--- config.mk ---
export PLATFORM = sky130hd
export DESIGN_NAME = akks_ctrl
export DESIGN_NICKNAME = d
export VERILOG_FILES = /design/src/akks_pkg.sv /design/src/akks_ctrl.sv
export SDC_FILE = /design/constraint.sdc
export NUM_CORES = 1
export LEC_CHECK = 0
export BUFFER_PORTS_ARGS = -buffer_cell sky130_fd_sc_hd__buf_2
export CAP_MARGIN = 20
export CELL_PAD_IN_SITES_DETAIL_PLACEMENT = 2
export CELL_PAD_IN_SITES_GLOBAL_PLACEMENT = 2
export CORE_MARGIN = 2
export CORE_UTILIZATION = 28
export CTS_CLUSTER_DIAMETER = 40
export DETAILED_ROUTE_END_ITERATION = 8
export PLACE_DENSITY = 0.82
export SLEW_MARGIN = 40
export SYNTH_ARGS = -nofsm -noshare
export SYNTH_HDL_FRONTEND = slang
export SYNTH_SLANG_ARGS = --single-unit
--- constraint.sdc ---
create_clock -name clk -period 2 [get_ports clk]
set_input_delay 0.1 -clock clk [delete_from_list [all_inputs] [get_ports clk]]
set_output_delay 0.1 -clock clk [all_outputs]
set_load 0.03 [all_outputs]
--- src/akks_pkg.sv ---
// shared types and constants for the akima knot slope block
// no dependencies
`default_nettype none
package akks_pkg;

	localparam logic [1:0] CFG_MODE = 2'd0;
	localparam logic [1:0] CFG_EPS  = 2'd1;

	localparam logic [31:0] S32_MAX = 32'h7fff_ffff;
	localparam logic [31:0] S32_MIN = 32'h8000_0000;

	typedef struct packed {
		logic latch_in;
		logic start_seg;
		logic shift;
		logic start_c13;
		logic start_c02;
		logic ak_mul1;
		logic ak_mul2;
		logic ak_add;
		logic ak_fin;
		logic load_zero;
		logic load_seg0;
		logic load_seg1;
		logic out_load;
		logic out_end;
	} cmd_t;

	typedef struct packed {
		logic op_done;
		logic slope_mode;
	} st_t;

endpackage
`default_nettype wire

--- src/akks_ctrl.sv ---
// controller: sequences the per-knot divisions and result items
// uses akks_pkg
`default_nettype none
module akks_ctrl (
	input  wire logic          clk,
	input  wire logic          arst_n,
	input  wire logic          in_valid,
	output logic               in_ready,
	input  wire logic          in_last,
	output logic               out_valid,
	input  wire logic          out_ready,
	output akks_pkg::cmd_t     cmd,
	input  wire akks_pkg::st_t st
);
	import akks_pkg::*;

	localparam logic [3:0] S_IDLE  = 4'd0;
	localparam logic [3:0] S_SEG   = 4'd1;
	localparam logic [3:0] S_SEGW  = 4'd2;
	localparam logic [3:0] S_SHIFT = 4'd3;
	localparam logic [3:0] S_DISP  = 4'd4;
	localparam logic [3:0] S_OLDW  = 4'd5;
	localparam logic [3:0] S_AK1   = 4'd6;
	localparam logic [3:0] S_AK2   = 4'd7;
	localparam logic [3:0] S_AK3   = 4'd8;
	localparam logic [3:0] S_AK4   = 4'd9;
	localparam logic [3:0] S_C02   = 4'd10;
	localparam logic [3:0] S_C02W  = 4'd11;
	localparam logic [3:0] S_LAST  = 4'd12;
	localparam logic [3:0] S_EMIT  = 4'd13;
	localparam logic [3:0] S_DONE  = 4'd14;

	logic [3:0] state_q, state_n;
	logic [3:0] ret_q, ret_n;
	logic       end_q, end_n;
	logic [2:0] cnt_q;
	logic       fin_q;
	logic       ovalid_q;
	logic       out_free;
	logic [3:0] after_old;

	assign out_free  = ~ovalid_q | out_ready;
	assign after_old = fin_q ? S_C02 : S_DONE;

	always_comb begin
		cmd     = '0;
		state_n = state_q;
		ret_n   = ret_q;
		end_n   = end_q;
		unique case (state_q)
			S_IDLE: begin
				if (in_valid) begin
					cmd.latch_in = 1'b1;
					state_n      = S_SEG;
				end
			end
			S_SEG: begin
				if (cnt_q != 3'd0) begin
					cmd.start_seg = 1'b1;
					state_n       = S_SEGW;
				end else begin
					cmd.load_zero = 1'b1;
					state_n       = S_SHIFT;
				end
			end
			S_SEGW: begin
				if (st.op_done) state_n = S_SHIFT;
			end
			S_SHIFT: begin
				cmd.shift = 1'b1;
				state_n   = S_DISP;
			end
			S_DISP: begin
				if (fin_q && cnt_q == 3'd0) begin
					// lone knot
					cmd.load_zero = 1'b1;
					end_n   = 1'b1;
					ret_n   = S_DONE;
					state_n = S_EMIT;
				end else if (fin_q && cnt_q == 3'd1) begin
					cmd.load_seg0 = 1'b1;
					end_n   = 1'b0;
					ret_n   = S_LAST;
					state_n = S_EMIT;
				end else if (cnt_q == 3'd2) begin
					cmd.load_seg1 = 1'b1;
					end_n   = 1'b0;
					ret_n   = after_old;
					state_n = S_EMIT;
				end else if (cnt_q == 3'd3 || (cnt_q == 3'd4 && st.slope_mode)) begin
					cmd.start_c13 = 1'b1;
					state_n       = S_OLDW;
				end else if (cnt_q == 3'd4) begin
					state_n = S_AK1;
				end else begin
					state_n = S_DONE;
				end
			end
			S_OLDW: begin
				if (st.op_done) begin
					end_n   = 1'b0;
					ret_n   = after_old;
					state_n = S_EMIT;
				end
			end
			S_AK1: begin
				cmd.ak_mul1 = 1'b1;
				state_n     = S_AK2;
			end
			S_AK2: begin
				cmd.ak_mul2 = 1'b1;
				state_n     = S_AK3;
			end
			S_AK3: begin
				cmd.ak_add = 1'b1;
				state_n    = S_AK4;
			end
			S_AK4: begin
				cmd.ak_fin = 1'b1;
				state_n    = S_OLDW;
			end
			S_C02: begin
				cmd.start_c02 = 1'b1;
				state_n       = S_C02W;
			end
			S_C02W: begin
				if (st.op_done) begin
					end_n   = 1'b0;
					ret_n   = S_LAST;
					state_n = S_EMIT;
				end
			end
			S_LAST: begin
				cmd.load_seg0 = 1'b1;
				end_n   = 1'b1;
				ret_n   = S_DONE;
				state_n = S_EMIT;
			end
			S_EMIT: begin
				if (out_free) begin
					cmd.out_load = 1'b1;
					cmd.out_end  = end_q;
					state_n      = ret_q;
				end
			end
			S_DONE: begin
				state_n = S_IDLE;
			end
			default: begin
				state_n = S_IDLE;
			end
		endcase
	end

	always_ff @(posedge clk or negedge arst_n) begin
		if (!arst_n) begin
			state_q  <= S_IDLE;
			ret_q    <= S_IDLE;
			end_q    <= 1'b0;
			cnt_q    <= '0;
			fin_q    <= 1'b0;
			ovalid_q <= 1'b0;
		end else begin
			state_q <= state_n;
			ret_q   <= ret_n;
			end_q   <= end_n;
			if (cmd.latch_in) fin_q <= in_last;
			if (state_q == S_DONE) begin
				if (fin_q) cnt_q <= '0;
				else if (cnt_q != 3'd4) cnt_q <= cnt_q + 3'd1;
			end
			if (cmd.out_load) ovalid_q <= 1'b1;
			else if (out_ready) ovalid_q <= 1'b0;
		end
	end

	assign in_ready  = (state_q == S_IDLE);
	assign out_valid = ovalid_q;
endmodule
`default_nettype wire

Word-level counts from Yosys, hierarchy flattened --
Index checks and enable logic that the tools add are counted.
Operators by class: $add $sub $neg 1, equal/unequal tests 26, multiplexer cells 53, bitwise logic cells 2, reductions and logical operators 16
Operators by type and width (number):
- $mux 4 | 14
- $pmux 4 s13 | 1
- $eq 4x4->1 const B | 7
- $mux 1 | 28
- $eq 4x3->1 const B | 4
- $pmux 4 s4 | 1
- $ne 2x2->1 const B | 5
- $mux 3 | 3
- $eq 4x2->1 const B | 2
- $reduce_and 4->1 | 2
- $eq 3x2->1 const B | 2
- $mux 2 | 3
- $reduce_bool 3->1 | 2
- $eq 4x1->1 const B | 1
- $logic_not 4->1 | 1
- $ne 4x4->1 const B | 1
- $pmux 1 s2 | 2
- $reduce_bool 2->1 | 2
- $reduce_bool 4->1 | 1
- $add 3x1->3 const B | 1
- $eq 3x1->1 const B | 1
- $eq 3x3->1 const B | 1
- $logic_and 1x1->1 | 3
- $logic_not 3->1 | 1
- 9 further kinds | 9
Word-level totals: bits in registers 14, logic and storage cells 104

Longest topological paths before layout --
depth in word-level cells 8, mapped depth 7, mapped depth without buffers 6

Worst setup path after synthesis --
OpenSTA, ideal clock, no wires.
path type flip-flop to flip-flop, from register state_q[0], to register state_q[1], library setup time 0.128 ns, arrival 2.230 ns, slack -0.357 ns, cell stages (with the launch flop) 6, period minus slack after synthesis 2.357 ns, cell sequence dfrtp_1 > buf_2 > nor4_1 > o2bb2ai_1 > nor3_2 > mux2_1
RTL lines:
- start, declared | line akks_ctrl.sv:33 | logic [3:0] state_q, state_n;
- start signal, assigned | line akks_ctrl.sv:164 | state_q <= state_n;
- $logic_not 4->1 *
- via in_ready | line akks_ctrl.sv:8 | output logic in_ready,
- $ne 2x2->1 (no line)
- $reduce_and 4->1 (no line)
The timed path passes the listed nets; every way through them passes the cells marked *. A chain may end at the register's enable or synchronous reset.

==> results.toml <==
[status]
status = "finished clean"

[cts]
clk_path_buf_depth = 2
cts_buffers = 3
cts_sinks = 13
cts.reportedPaths.clkPinSlew_ns = 0.06
insertion_delay_ns = 0.26
root_buffer = "clkbuf_8"
cts_tree = "done"
cts.htree.levels = 1

[finish]
final_cell_mix = "buf_2 (20), buf_4 (20), nor2_1 (14), nand2_1 (13), dfrtp_1 (12)"
multi_input_area_um2 = 753
postLayoutCellArea_um2 = 1490
fin_util = 0.375
final_nets = 191
area.growth.synth_to_final_pct = 29.2
fill_cells = 472
layout-drive-gt1-share = 0.287
antenna_cells = 0
final_cells = 228
final-seq-area_um2 = 327

[detailed_routing]
drcViolationCount = 0
initialDrtViolationCount = 59
wl_um = 4270
highest_layer = "met4"
wl_met3_um = 171
wl_met1_um = 1840
wl_met2_um = 2150
first_pass_iters = 4
detail-route-antenna-nets = 0
vias_per_cell = 5.55
wire_per_inst_um = 18.7
vias = 1265

[synthesis]
async_flop_share = 1.00
netlist_top_cells_area = "dfrtp_1 (28%), ha_1 (5.4%), nor2_1 (4.6%), nand2_1 (4.2%), inv_1 (2.9%)"
synth_cell_types = 49
synth-edff-count = 0
synth_seq_cells = 13
ys_warn_count = 0
yosysSeqAreaShare = 0.282
syn_area_um2 = 1150
synth_cells = 143
synth_top_area_share = 0.282
syn_nets = 155
synth_top_area_cell = "dfrtp_1"
avgSynthCellArea_um2 = 8.06
ys.flop_type = "dfrtp_1"

[placement]
dp_slack_ns = 0.0440
dpl.hpwl_um = 3090
place.gp.congestion = 0.821
place_area_um2 = 1370
place_inst = 216
portBuffers = 22

[worst_setup_path]
worstPathRequired_ns = 1.90
arrival_ns = 1.82
critical_path.max_fanout = 7
crit_type = "reg2out"
endpoint_kind = "output pin"
worstSetupStartpointType = "register"

[sta]
setup_viol = 0
fin_ws_ns = 0.0794
tns_ns = 0
finalCriticalPeriod_ns = 1.92
slew_viol_final = 0
fin_skew_ns = 0.00349
slew_headroom = 0.699
holdWs_ns = 0.0645
worst_slew_pin_slew_ns = 0.449
finalHoldViolations = 0
max_freq_mhz = 521
min_period_over_period = 0.960

[floorplanning]
core_um2 = 3970
die_y_um = 68.2
rows = 23
die_x_um = 68.2
io_pins = 23
initial_core_util = 0.290
die_area_um2 = 4640

[global_route]
grt_pass1_vias = 1344
grt_util_all_layers = 0.212
antenna_found_initial = 0
grt_pass1_wl_um = 6940
grt_max_degree = 20
grt-ovfl-total = 0

[power]
power_mw = 2.37
vdd_ir_drop_max_v = 0.000347
leakage_nw = 0.713
power.density_cell_area_nw_per_um2 = 1590

[worst_hold_path]
min_path_type = "in2reg"

[flow_run]
drv_cap = 0
==> worst paths after layout <==
path                       slack (ns)  cells after the start       start          to
max                              0.08                      5    cnt_q[0]      cmd[4]
min                              0.06                      3     in_last       fin_q
max reg2reg                      0.10                      6  state_q[1]  state_q[1]
min reg2reg                      0.45                      2    ret_q[3]    ret_q[3]
max in group asynchronous        1.41                      2      arst_n  state_q[2]
min in group asynchronous        0.30                      2      arst_n    cnt_q[2]
==> metal layers <==
layer,vias to the layer above,track usage
met5,-,0
met4,0,0.113
met3,8,0.0444
met2,29,0.382
met1,646,0.231
li1,582,-
==> area by class of cell <==
| class | count | area share |
|---|---|---|
| inverter | 9 | 0.0227 |
| sequential | 13 | 0.219 |
| multi-input combinational | 110 | 0.506 |
| tap | 50 | 0.0420 |
| clock buffer | 4 | 0.0303 |
| timing repair buffer | 42 | 0.180 |
==> synthesized netlist by cell type (4+ instances only) <==
master	count
nor2_1	14
nand2b_1	5
nand2_1	13
o21ai_0	4
dfrtp_1	13
a21oi_1	6
nor2b_1	4
buf_2	6
ha_1	5
o21ai_1	4
inv_1	9
==> cell families (layout without fill, tap and decap cells) <==
family                   after synthesis  after routing  synth area share
adder cells (fa/ha/maj)                5              5            0.0543
flip-flops                            13             13             0.282
AND/OR/NAND/NOR                       59             59             0.281
multiplexers                           7              7            0.0684
buffers and inverters                 20             55            0.0717
AO/OA/AOI/OAI                         39             39             0.242
==> registers in the layout, indices dropped and copies added, names as in the netlist <==
signal     count
state_q        4
cnt_q          3
ret_q          3
end_q          1
fin_q          1
out_valid      1
==> critical path: stages, from the launching register on <==
cell and delay [ns]:
dfrtp_1 0.42, inv_1 0.11, ha_2 0.24, nor2b_1 0.36, and3_1 0.23, buf_2 0.20
==> timing repair <==
action | 4_1_cts | 5_1_grt
setup endpoints to repair | 2 | 6
resized for setup | 1 | 3
buffers inserted | 4 | 3
hold endpoints to repair | 13 | 0
pin swaps | 1 | 0
hold buffers | 1 | 0
==> report_power, final <==
| part | internal (mW) | switching, mW | total (mW) |
|---|---|---|---|
| clock network | 0.142 | 0.119 | 0.261 |
| registers | 0.364 | 0.118 | 0.481 |
| logic | 0.681 | 0.944 | 1.62 |
(Power assumes the default switching activity.)
